### src/rtl/core/assert_macros.svh
// Assertion macros shared by the RTL of the escape sequence decoder.
// No dependencies; include with the bare file name.
`ifndef ASSERT_MACROS_SVH
`define ASSERT_MACROS_SVH
`ifndef SYNTHESIS
// Clocked property, ignored while reset is held.
`define ASSERT_CLKD(lbl, clk, rst_n, prop, msg) \
    lbl: assert property (@(posedge clk) disable iff (!rst_n) prop) else $error(msg);
// Clocked property, checked during reset as well.
`define ASSERT_ALWAYS(lbl, clk, prop, msg) \
    lbl: assert property (@(posedge clk) prop) else $error(msg);
`else
`define ASSERT_CLKD(lbl, clk, rst_n, prop, msg)
`define ASSERT_ALWAYS(lbl, clk, prop, msg)
`endif
`endif

### src/rtl/core/esd_pkg.sv
// Types and character constants for the escape sequence decoder.
// No dependencies; used by the decode logic and the top level.
package esd_pkg;

    typedef enum logic [1:0] {
        MODE_NORMAL = 2'd0,
        MODE_ESC    = 2'd1,
        MODE_HEX    = 2'd2,
        MODE_OCT    = 2'd3
    } t_mode;

    typedef struct packed {
        t_mode      mode;
        logic [7:0] accum;
        logic [1:0] octal_count;
        logic       warn_pending;
    } t_dec_state;

    typedef struct packed {
        logic [7:0] out_byte;
        logic       has_byte;
        logic       octal_warn;
        logic       done_res;
    } t_result;

    localparam t_dec_state DEC_STATE_RESET = '{
        mode: MODE_NORMAL, accum: 8'd0, octal_count: 2'd0, warn_pending: 1'b0
    };

    localparam t_result RESULT_NONE = '0;

    // Escape introducer and escape letters
    localparam logic [7:0] CH_BACKSLASH = 8'h5C;
    localparam logic [7:0] CH_LOWER_B   = 8'h62;
    localparam logic [7:0] CH_LOWER_F   = 8'h66;
    localparam logic [7:0] CH_LOWER_N   = 8'h6E;
    localparam logic [7:0] CH_LOWER_R   = 8'h72;
    localparam logic [7:0] CH_LOWER_T   = 8'h74;
    localparam logic [7:0] CH_LOWER_X   = 8'h78;

    // Digit ranges
    localparam logic [7:0] CH_ZERO    = 8'h30;
    localparam logic [7:0] CH_SEVEN   = 8'h37;
    localparam logic [7:0] CH_NINE    = 8'h39;
    localparam logic [7:0] CH_LOWER_A = 8'h61;
    localparam logic [7:0] CH_UPPER_A = 8'h41;
    localparam logic [7:0] CH_UPPER_F = 8'h46;

    // Control bytes produced by the letter escapes
    localparam logic [7:0] CTL_BS  = 8'h08;
    localparam logic [7:0] CTL_FF  = 8'h0C;
    localparam logic [7:0] CTL_LF  = 8'h0A;
    localparam logic [7:0] CTL_CR  = 8'h0D;
    localparam logic [7:0] CTL_TAB = 8'h09;

    // Octal escape closes after this many digits
    localparam logic [1:0] OCT_DIGITS_MAX = 2'd3;

    // Result queue depth (an item makes at most two results)
    localparam int RESULT_DEPTH = 2;

endpackage

### src/rtl/core/esd_if.sv
// Valid/ready channel interfaces for input items and decoded results.
// No package dependencies; field widths are given directly.
interface esd_item_if;
    logic       valid;
    logic       ready;
    logic       kind;
    logic [7:0] ch;

    modport source (output valid, output kind, output ch, input ready);
    modport sink   (input valid, input kind, input ch, output ready);
endinterface

interface esd_result_if;
    logic       valid;
    logic       ready;
    logic [7:0] out_byte;
    logic       has_byte;
    logic       octal_warn;
    logic       done_res;

    modport source (output valid, output out_byte, output has_byte, output octal_warn,
                    output done_res, input ready);
    modport sink   (input valid, input out_byte, input has_byte, input octal_warn,
                    input done_res, output ready);
endinterface

### src/rtl/core/esd_decode.sv
// Single-pass escape decode: current state plus one item gives the next state
// and up to two results. Depends on esd_pkg.
module esd_decode (
    input  esd_pkg::t_dec_state i_state,
    input  logic                i_kind,
    input  logic [7:0]          i_ch,
    output esd_pkg::t_dec_state o_next,
    output logic [1:0]          o_count,
    output esd_pkg::t_result    o_res0,
    output esd_pkg::t_result    o_res1
);

    logic       w_is_dec;
    logic       w_is_hex;
    logic [3:0] w_hex_val;
    logic [3:0] w_dec_val;
    logic       w_over_seven;

    always_comb begin
        w_dec_val    = i_ch[3:0];
        w_is_dec     = (i_ch >= esd_pkg::CH_ZERO) && (i_ch <= esd_pkg::CH_NINE);
        w_over_seven = (i_ch > esd_pkg::CH_SEVEN);
        w_is_hex     = 1'b1;
        w_hex_val    = i_ch[3:0];
        priority if (w_is_dec) begin
            w_hex_val = i_ch[3:0];
        end else if ((i_ch >= esd_pkg::CH_LOWER_A && i_ch <= esd_pkg::CH_LOWER_F)
                  || (i_ch >= esd_pkg::CH_UPPER_A && i_ch <= esd_pkg::CH_UPPER_F)) begin
            // a..f and A..F both have low nibble 1..6
            w_hex_val = i_ch[3:0] + 4'd9;
        end else begin
            w_is_hex = 1'b0;
        end
    end

    always_comb begin
        o_next  = i_state;
        o_count = 2'd0;
        o_res0  = esd_pkg::RESULT_NONE;
        o_res1  = esd_pkg::RESULT_NONE;

        if (i_kind) begin
            // flush whatever is pending, then the closing result
            unique case (i_state.mode)
                esd_pkg::MODE_ESC: begin
                    o_res0 = '{esd_pkg::CH_BACKSLASH, 1'b1, 1'b0, 1'b0};
                end
                esd_pkg::MODE_HEX: begin
                    o_res0 = '{i_state.accum, 1'b1, 1'b0, 1'b0};
                end
                esd_pkg::MODE_OCT: begin
                    o_res0 = '{i_state.accum, 1'b1, i_state.warn_pending, 1'b0};
                end
                esd_pkg::MODE_NORMAL: begin
                    o_res0 = '{8'd0, 1'b0, 1'b0, 1'b1};
                end
                default: begin
                    o_res0 = esd_pkg::RESULT_NONE;
                end
            endcase
            if (i_state.mode == esd_pkg::MODE_NORMAL) begin
                o_count = 2'd1;
            end else begin
                o_res1  = '{8'd0, 1'b0, 1'b0, 1'b1};
                o_count = 2'd2;
            end
            o_next = esd_pkg::DEC_STATE_RESET;
        end else begin
            unique case (i_state.mode)
                esd_pkg::MODE_NORMAL: begin
                    if (i_ch == esd_pkg::CH_BACKSLASH) begin
                        o_next.mode = esd_pkg::MODE_ESC;
                    end else begin
                        o_res0  = '{i_ch, 1'b1, 1'b0, 1'b0};
                        o_count = 2'd1;
                    end
                end
                esd_pkg::MODE_ESC: begin
                    o_next.mode = esd_pkg::MODE_NORMAL;
                    o_count     = 2'd1;
                    priority if (i_ch == esd_pkg::CH_LOWER_B) begin
                        o_res0 = '{esd_pkg::CTL_BS, 1'b1, 1'b0, 1'b0};
                    end else if (i_ch == esd_pkg::CH_LOWER_F) begin
                        o_res0 = '{esd_pkg::CTL_FF, 1'b1, 1'b0, 1'b0};
                    end else if (i_ch == esd_pkg::CH_LOWER_N) begin
                        o_res0 = '{esd_pkg::CTL_LF, 1'b1, 1'b0, 1'b0};
                    end else if (i_ch == esd_pkg::CH_LOWER_R) begin
                        o_res0 = '{esd_pkg::CTL_CR, 1'b1, 1'b0, 1'b0};
                    end else if (i_ch == esd_pkg::CH_LOWER_T) begin
                        o_res0 = '{esd_pkg::CTL_TAB, 1'b1, 1'b0, 1'b0};
                    end else if (i_ch == esd_pkg::CH_LOWER_X) begin
                        o_next.mode  = esd_pkg::MODE_HEX;
                        o_next.accum = 8'd0;
                        o_count      = 2'd0;
                    end else if (w_is_dec) begin
                        o_next.mode         = esd_pkg::MODE_OCT;
                        o_next.accum        = {4'd0, w_dec_val};
                        o_next.octal_count  = 2'd1;
                        o_next.warn_pending = w_over_seven;
                        o_count             = 2'd0;
                    end else begin
                        o_res0 = '{i_ch, 1'b1, 1'b0, 1'b0};
                    end
                end
                esd_pkg::MODE_HEX: begin
                    if (w_is_hex) begin
                        o_next.accum = {i_state.accum[3:0], w_hex_val};
                    end else begin
                        o_res0  = '{i_state.accum, 1'b1, 1'b0, 1'b0};
                        o_count = 2'd1;
                        o_next  = esd_pkg::DEC_STATE_RESET;
                        if (i_ch == esd_pkg::CH_BACKSLASH) begin
                            o_next.mode = esd_pkg::MODE_ESC;
                        end else begin
                            o_res1  = '{i_ch, 1'b1, 1'b0, 1'b0};
                            o_count = 2'd2;
                        end
                    end
                end
                esd_pkg::MODE_OCT: begin
                    if (w_is_dec) begin
                        o_next.warn_pending = i_state.warn_pending | w_over_seven;
                        o_next.accum        = {i_state.accum[4:0], 3'b000} + {4'd0, w_dec_val};
                        o_next.octal_count  = i_state.octal_count + 2'd1;
                        if (o_next.octal_count == esd_pkg::OCT_DIGITS_MAX) begin
                            o_res0  = '{o_next.accum, 1'b1, o_next.warn_pending, 1'b0};
                            o_count = 2'd1;
                            o_next  = esd_pkg::DEC_STATE_RESET;
                        end
                    end else begin
                        o_res0  = '{i_state.accum, 1'b1, i_state.warn_pending, 1'b0};
                        o_count = 2'd1;
                        o_next  = esd_pkg::DEC_STATE_RESET;
                        if (i_ch == esd_pkg::CH_BACKSLASH) begin
                            o_next.mode = esd_pkg::MODE_ESC;
                        end else begin
                            o_res1  = '{i_ch, 1'b1, 1'b0, 1'b0};
                            o_count = 2'd2;
                        end
                    end
                end
                default: begin
                    o_next = esd_pkg::DEC_STATE_RESET;
                end
            endcase
        end
    end

endmodule

### src/rtl/core/c_escape_sequence_decoder.sv
// Escape sequence decoder: streams text bytes and an end marker, decodes C-style
// backslash escapes (letter, hex and octal forms) into output bytes. An item is
// registered on transfer, decoded in one pass against the escape state, and its
// results land in a two-entry result queue that drives the output channel. An item
// that makes zero or one result is retired whenever the queue has room, so one item
// is taken every cycle while the sink keeps up; an item that closes a pending escape
// can make two results (flushed value plus its own byte, or flushed value plus the
// end result) and then waits until the queue is empty after any pop, since the
// result queue drains one transfer per cycle. The first result of an item passes
// the input register and then the result queue register before it shows on the
// output. Input ready depends combinationally on output ready through the queue
// space check. The end marker always gives one closing result with done_res set.
// Depends on esd_pkg, esd_if, esd_decode and assert_macros.svh.
`include "assert_macros.svh"

module c_escape_sequence_decoder (
    input  logic                i_clk,
    input  logic                i_rst_n,
    esd_item_if.sink            i_item,
    esd_result_if.source        o_result
);

    // Input register
    logic                r_in_valid;
    logic                r_in_kind;
    logic [7:0]          r_in_ch;

    // Escape state
    esd_pkg::t_dec_state r_state;

    // Result queue: entry 0 is the head
    esd_pkg::t_result    r_q [esd_pkg::RESULT_DEPTH];
    esd_pkg::t_result    n_q [esd_pkg::RESULT_DEPTH];
    logic [1:0]          r_cnt;
    logic [1:0]          n_cnt;

    esd_pkg::t_dec_state w_next;
    logic [1:0]          w_count;
    esd_pkg::t_result    w_res0;
    esd_pkg::t_result    w_res1;
    logic                w_pop;
    logic [1:0]          w_cnt_left;
    logic [2:0]          w_fill;
    logic                w_consume;

    esd_decode u_decode (
        .i_state (r_state),
        .i_kind  (r_in_kind),
        .i_ch    (r_in_ch),
        .o_next  (w_next),
        .o_count (w_count),
        .o_res0  (w_res0),
        .o_res1  (w_res1)
    );

    // Retire the held item only when the queue has room for all its results
    assign w_pop      = o_result.valid && o_result.ready;
    assign w_cnt_left = r_cnt - {1'b0, w_pop};
    assign w_fill     = {1'b0, w_cnt_left} + {1'b0, w_count};
    assign w_consume  = r_in_valid && (w_fill <= 3'(esd_pkg::RESULT_DEPTH));

    assign i_item.ready = !r_in_valid || w_consume;

    always_ff @(posedge i_clk) begin
        if (!i_rst_n) begin
            r_in_valid <= 1'b0;
        end else if (i_item.valid && i_item.ready) begin
            r_in_valid <= 1'b1;
        end else if (w_consume) begin
            r_in_valid <= 1'b0;
        end
    end

    // Hold the payload until the next transfer
    always_ff @(posedge i_clk) begin
        if (i_item.valid && i_item.ready) begin
            r_in_kind <= i_item.kind;
            r_in_ch   <= i_item.ch;
        end
    end

    // Advance the escape state once per retired item
    always_ff @(posedge i_clk) begin
        if (!i_rst_n) begin
            r_state <= esd_pkg::DEC_STATE_RESET;
        end else if (w_consume) begin
            r_state <= w_next;
        end
    end

    // Shift out the head on a pop, then append new results behind what is left
    always_comb begin
        n_q[0] = w_pop ? r_q[1] : r_q[0];
        n_q[1] = r_q[1];
        n_cnt  = w_cnt_left;
        if (w_consume) begin
            n_cnt = w_fill[1:0];
            if (w_cnt_left == 2'd0) begin
                n_q[0] = w_res0;
                n_q[1] = w_res1;
            end else if (w_cnt_left == 2'd1) begin
                n_q[1] = w_res0;
            end
        end
    end

    always_ff @(posedge i_clk) begin
        if (!i_rst_n) begin
            r_cnt <= 2'd0;
        end else begin
            r_cnt <= n_cnt;
        end
    end

    always_ff @(posedge i_clk) begin
        r_q[0] <= n_q[0];
        r_q[1] <= n_q[1];
    end

    assign o_result.valid      = (r_cnt != 2'd0);
    assign o_result.out_byte   = r_q[0].out_byte;
    assign o_result.has_byte   = r_q[0].has_byte;
    assign o_result.octal_warn = r_q[0].octal_warn;
    assign o_result.done_res   = r_q[0].done_res;

    `ASSERT_CLKD(a_cnt_bound, i_clk, i_rst_n, r_cnt <= 2'd2, "result queue overfilled")
    `ASSERT_CLKD(a_done_clean, i_clk, i_rst_n,
        (o_result.valid && o_result.done_res) |->
        (!o_result.has_byte && o_result.out_byte == 8'd0 && !o_result.octal_warn),
        "closing result carries data")
    `ASSERT_CLKD(a_warn_byte, i_clk, i_rst_n,
        (o_result.valid && o_result.octal_warn) |-> o_result.has_byte,
        "octal warning without a byte")
    `ASSERT_CLKD(a_end_resets, i_clk, i_rst_n,
        (w_consume && r_in_kind) |=> (r_state == esd_pkg::DEC_STATE_RESET),
        "end marker left escape state")
    `ASSERT_CLKD(a_end_results, i_clk, i_rst_n,
        (w_consume && r_in_kind) |-> (w_count != 2'd0),
        "end marker made no result")

endmodule
### src/flat_wrapper.sv
// flat-port wrapper written by rule: the top's interface ports become plain ports
module c_escape_sequence_decoder_flat 
  (i_clk, i_rst_n, i_item_valid, i_item_kind, i_item_ch, i_item_ready, o_result_valid, o_result_out_byte, o_result_has_byte, o_result_octal_warn, o_result_done_res, o_result_ready);
  esd_item_if i_item_i ();
  esd_result_if o_result_i ();
  input  logic i_clk;
  input  logic i_rst_n;
  input wire logic [$bits(i_item_i.valid)-1:0] i_item_valid;
  input wire logic [$bits(i_item_i.kind)-1:0] i_item_kind;
  input wire logic [$bits(i_item_i.ch)-1:0] i_item_ch;
  output wire logic [$bits(i_item_i.ready)-1:0] i_item_ready;
  output wire logic [$bits(o_result_i.valid)-1:0] o_result_valid;
  output wire logic [$bits(o_result_i.out_byte)-1:0] o_result_out_byte;
  output wire logic [$bits(o_result_i.has_byte)-1:0] o_result_has_byte;
  output wire logic [$bits(o_result_i.octal_warn)-1:0] o_result_octal_warn;
  output wire logic [$bits(o_result_i.done_res)-1:0] o_result_done_res;
  input wire logic [$bits(o_result_i.ready)-1:0] o_result_ready;
  assign i_item_i.valid = i_item_valid;
  assign i_item_i.kind = i_item_kind;
  assign i_item_i.ch = i_item_ch;
  assign i_item_ready = i_item_i.ready;
  assign o_result_valid = o_result_i.valid;
  assign o_result_out_byte = o_result_i.out_byte;
  assign o_result_has_byte = o_result_i.has_byte;
  assign o_result_octal_warn = o_result_i.octal_warn;
  assign o_result_done_res = o_result_i.done_res;
  assign o_result_i.ready = o_result_ready;
  c_escape_sequence_decoder u_core (.i_clk(i_clk), .i_rst_n(i_rst_n), .i_item(i_item_i), .o_result(o_result_i));
endmodule
### config.mk
export PLATFORM = sky130hd
export DESIGN_NAME = c_escape_sequence_decoder_flat
export DESIGN_NICKNAME = d
export VERILOG_FILES = /design/src/rtl/core/esd_pkg.sv /design/src/rtl/core/esd_if.sv /design/src/rtl/core/esd_decode.sv /design/src/rtl/core/c_escape_sequence_decoder.sv /design/src/flat_wrapper.sv
export VERILOG_INCLUDE_DIRS = /design/src /design/src/rtl/core
export SDC_FILE = /design/constraint.sdc
export NUM_CORES = 1
export LEC_CHECK = 0
export BUFFER_PORTS_ARGS = -buffer_cell sky130_fd_sc_hd__buf_2
export CAP_MARGIN = 0
export CORE_MARGIN = 2
export CORE_UTILIZATION = 45
export CTS_CLUSTER_SIZE = 25
export DETAILED_ROUTE_END_ITERATION = 8
export PLACE_DENSITY = 0.65
export SLEW_MARGIN = 20
export SYNTH_ARGS = -nofsm -noshare
export SYNTH_HDL_FRONTEND = slang
export SYNTH_SLANG_ARGS = --single-unit
### constraint.sdc
create_clock -name i_clk -period 8.7 [get_ports i_clk]
set_input_delay 0.435 -clock i_clk [delete_from_list [all_inputs] [get_ports i_clk]]
set_output_delay 0.435 -clock i_clk [all_outputs]
set_load 0.005 [all_outputs]
==> flow_summary.toml <==
[logic_synthesis]
netlist.area_leader.share_pct = 18.3
async_flop_share_pct = 0
syn_inst = 360
ys_ff_latch = 47
synth_enable_flop_cells = 20
yosys-top-cells-area = "edfxtp_1, dfxtp_1, nand2_1, ha_1, a21oi_1"
ys_types = 79
syn_avg_cell_area_um2 = 9.09
synthFlopType = "dfxtp_1"
syn_nets = 383
ys_warn_count = 0
ys_seq_area_share_pct = 34.9
syn_area_um2 = 3270
yosysTopAreaCell = "edfxtp_1"

[worst_setup_path]
crit_type = "register to register"
worstPathMaxFanout = 10
r2r_slack_ns = 4.12
rr_startpoint = "u_core.r_in_ch[0]"
cpMostUsedCell = "nand2_1"
slowest_delay_ns = 0.57
critPathBufInv = 1
cp.required_ns = 8.90
path_cells = "inv_1 > ha_1 > o21bai_4 > a21o_1 > nand2_1 > nor2_1 > nor3_1 > o32ai_1 > ha_1 > fa_1 > a21oi_1 > nand2_1 > a21oi_1 > nand2_1 > and2_1 > a22o_1"
slowest_stage = "edfxtp_1"
worstSetupEndpointType = "register"
crit_family = "compound AO/OA/AOI/OAI gates"
r2r_end = "u_core.r_state[5]"
crit_arrival_ns = 4.78
worstSetupStartpointType = "register"
reg2reg_depth = 16

[clocking]
htree_levels = 2
clock_latency_ns = 0.31
cts.sinks = 47
cts_buffer_depth = 2
post_cts_resized = 0
cts_setup_buffers = 0
cts_root_buffer = "clkbuf_8"
cts_buffers = 5
cts_tree = "done"
hold_buffers = 0
clk_pin_slew_ns = 0.08

[timing]
fmax_mhz = 218
finalClockSkew_ns = 0.00731
setup_slack_ns = 4.12
rsz0062_at_grt = "false"
relSlewSlack_pct = 36.4
final-hold-violation-count = 0
fin_crit_ns = 4.58
fin_crit_sh_pct = 52.6
setup_viol = 0
finalSetupTns_ns = 0
worst_pin_slew_ns = 0.950
slew_viol_final = 0

[power_and_ir_drop]
p_seq_share_pct = 39.2
p_sw_share_pct = 41.4
leakage_nw = 1.26
p_int_mw = 0.546
pwr-share-comb_pct = 46.7
p_per_area_nw_per_um2 = 272
irDropWorstVdd_mv = 0.141
clockPowerShare_pct = 14.1
power.switching_mw = 0.385

[routing]
via_per_inst = 5.99
dr.pass1.iters = 6
wl_met2_um = 3820
avgRoutedWirePerCell_um = 18.0
vias = 2760
routed_wirelength_um = 8320
dr.first_iter.drc_count = 321
met3_length_um = 508
wl_met1_um = 3800
final_antenna_net_count = 0
drc = 0
top_layer = "met4"

[finish]
nets = 384
multi_input_area_um2 = 1890
seqCellArea_um2 = 1140
n_fill_cell = 724
syn_to_final_growth_pct = 4.66
num_antenna_cells = 0
layout-drive-gt1-share_pct = 16.6

[floorplan]
io_pins = 26
die_y_um = 89.3
die_w_um = 89.3
rows = 31
dieArea_um2 = 7970
start_util_pct = 45.9
core_area_um2 = 7140

[hold_path]
hp-class = "primary input to register"
min_path_cells = 1
hold_end = "u_core.r_in_ch[7]"
min_from = "i_item_ch[7]"

[global_route]
grt_usage_pct = 22.5
grt_max_degree = 32
grt_antenna_before_repair = 0
grt_pass1_vias = 2577
grt_pass1_wl_um = 13500
grt-ovfl-total = 0

[flow_run]
maxCapViolations = 0

[placement]
port_buffers = 25
place_ws_ns = 4.15
routabilityCongestion = 0.912
dpl.hpwl_um = 6180

[status]
status = "finished, final reports clean"
cells in the mapped netlist, drive strengths merged, types with 4 or more instances:
library cell and count:
or3 4, nand4 5, nor2 24, buf 23
clkbuf 9, o2bb2ai 6, a21boi 4, a21oi 23
o21ai 23, dfxtp 27, mux2i 7, o211ai 4
a22oi 6, a311oi 5, xnor2 5, edfxtp 20
mux2 8, inv 15, nor2b 5, nand2 41
and2 6, nand3 10, nand2b 6, ha 9
cell usage in the layout (no fill, tap or decap), types with 3 or more instances in the layout:
| cell | instances |
|---|---|
| and2_1 | 6 |
| a21oi_1 | 20 |
| o2bb2ai_1 | 6 |
| nand2b_1 | 6 |
| a21o_1 | 3 |
| nand3_1 | 9 |
| buf_2 | 25 |
| nor2_1 | 24 |
| a22oi_1 | 6 |
| mux2i_1 | 7 |
| dfxtp_1 | 27 |
| ha_1 | 9 |
| o21ai_1 | 14 |
| nor2b_1 | 5 |
| nor3_1 | 3 |
| o21ai_0 | 9 |
| xnor2_1 | 5 |
| a221o_1 | 3 |
| a311oi_1 | 5 |
| nand4_1 | 4 |
| a31oi_1 | 3 |
| clkbuf_8 | 5 |
| inv_1 | 15 |
| mux2_2 | 8 |
| edfxtp_1 | 20 |
| or3_1 | 4 |
| nand2_1 | 41 |
| o211ai_1 | 4 |
metal layers:
metal | GRT usage (%) | vias up
li1 | - | 1334
met1 | 31.0 | 1287
met2 | 35.2 | 119
met3 | 4.34 | 20
met4 | 8.14 | 0
met5 | 0 | -
cell families (layout without fill, tap and decap cells):
kind of cell / Yosys count / after routing / share of synthesized area, %
buffers and inverters: 47 / 49 / 7.49
multiplexers: 15 / 15 / 4.89
AND/OR/NAND/NOR: 120 / 120 / 19.7
XOR/XNOR: 6 / 6 / 1.61
AO/OA/AOI/OAI: 115 / 115 / 27.4
flip-flops: 47 / 47 / 34.9
adder cells (fa/ha/maj): 10 / 10 / 4.05
metrics by stage:
stage | instances | utilization (%) | area [µm²] | power, mW | hold WS, ns
finish | 461 | 48.0 | 3430 | 0.931 | 0.301
global placement | 453 | 46.8 | 3340 | 0.802 | 0.455
detailed placement | 453 | 46.8 | 3340 | 0.808 | 0.453
global route | 461 | 48.0 | 3430 | 1.01 | 0.289
floorplan | 360 | - | 3270 | 0.719 | 0.432
CTS | 461 | 48.0 | 3430 | 0.938 | 0.295
registers in the layout (all words and copies together), names as in the netlist:
name	cells
u_core.r_cnt	2
u_core.r_in_kind	1
u_core.r_in_ch	8
u_core.r_in_valid	1
u_core.r_state	13
u_core.r_q	22
worst reg2reg max path, cell delays in order (launching register included):
cell	delay, ns
edfxtp_1	0.57
inv_1	0.15
ha_1	0.27
o21bai_4	0.28
a21o_1	0.30
nand2_1	0.14
nor2_1	0.25
nor3_1	0.11
o32ai_1	0.20
ha_1	0.23
fa_1	0.44
a21oi_1	0.21
nand2_1	0.21
a21oi_1	0.42
nand2_1	0.19
and2_1	0.26
a22o_1	0.24
worst max path at each step:
stage | start | end | slack (ns) | depth (start not counted)
detailed placement | u_core.r_in_ch[0] | u_core.r_q[0][8] | 4.15 | 15
CTS | u_core.r_in_ch[0] | u_core.r_q[0][8] | 4.14 | 15
floorplan | u_core.r_in_ch[1] | u_core.r_state[5] | 4.82 | 18
finish | u_core.r_in_ch[0] | u_core.r_state[5] | 4.12 | 16
global route | u_core.r_in_ch[1] | u_core.r_state[5] | 3.73 | 16
global placement | u_core.r_in_ch[1] | u_core.r_q[0][8] | 4.27 | 15
power groups by stage:
stage	Clock, mW	Combinational [mW]	Sequential [mW]
after CTS	0.134	0.439	0.365
after floorplan	0	0.383	0.336
final	0.131	0.435	0.365
after detailed placement	0	0.438	0.370
after global placement	0	0.435	0.367
after global routing	0.144	0.490	0.375
area by class of cell:
class / instances / area share, %
Multi-Input combinational cell: 266 / 55.1
Sequential cell: 47 / 33.3
Timing Repair Buffer: 26 / 3.87
Tap cell: 99 / 3.62
Clock buffer: 6 / 2.12
Inverter: 15 / 1.64
Clock inverter: 2 / 0.365
Power figures use the tool's default switching activity.
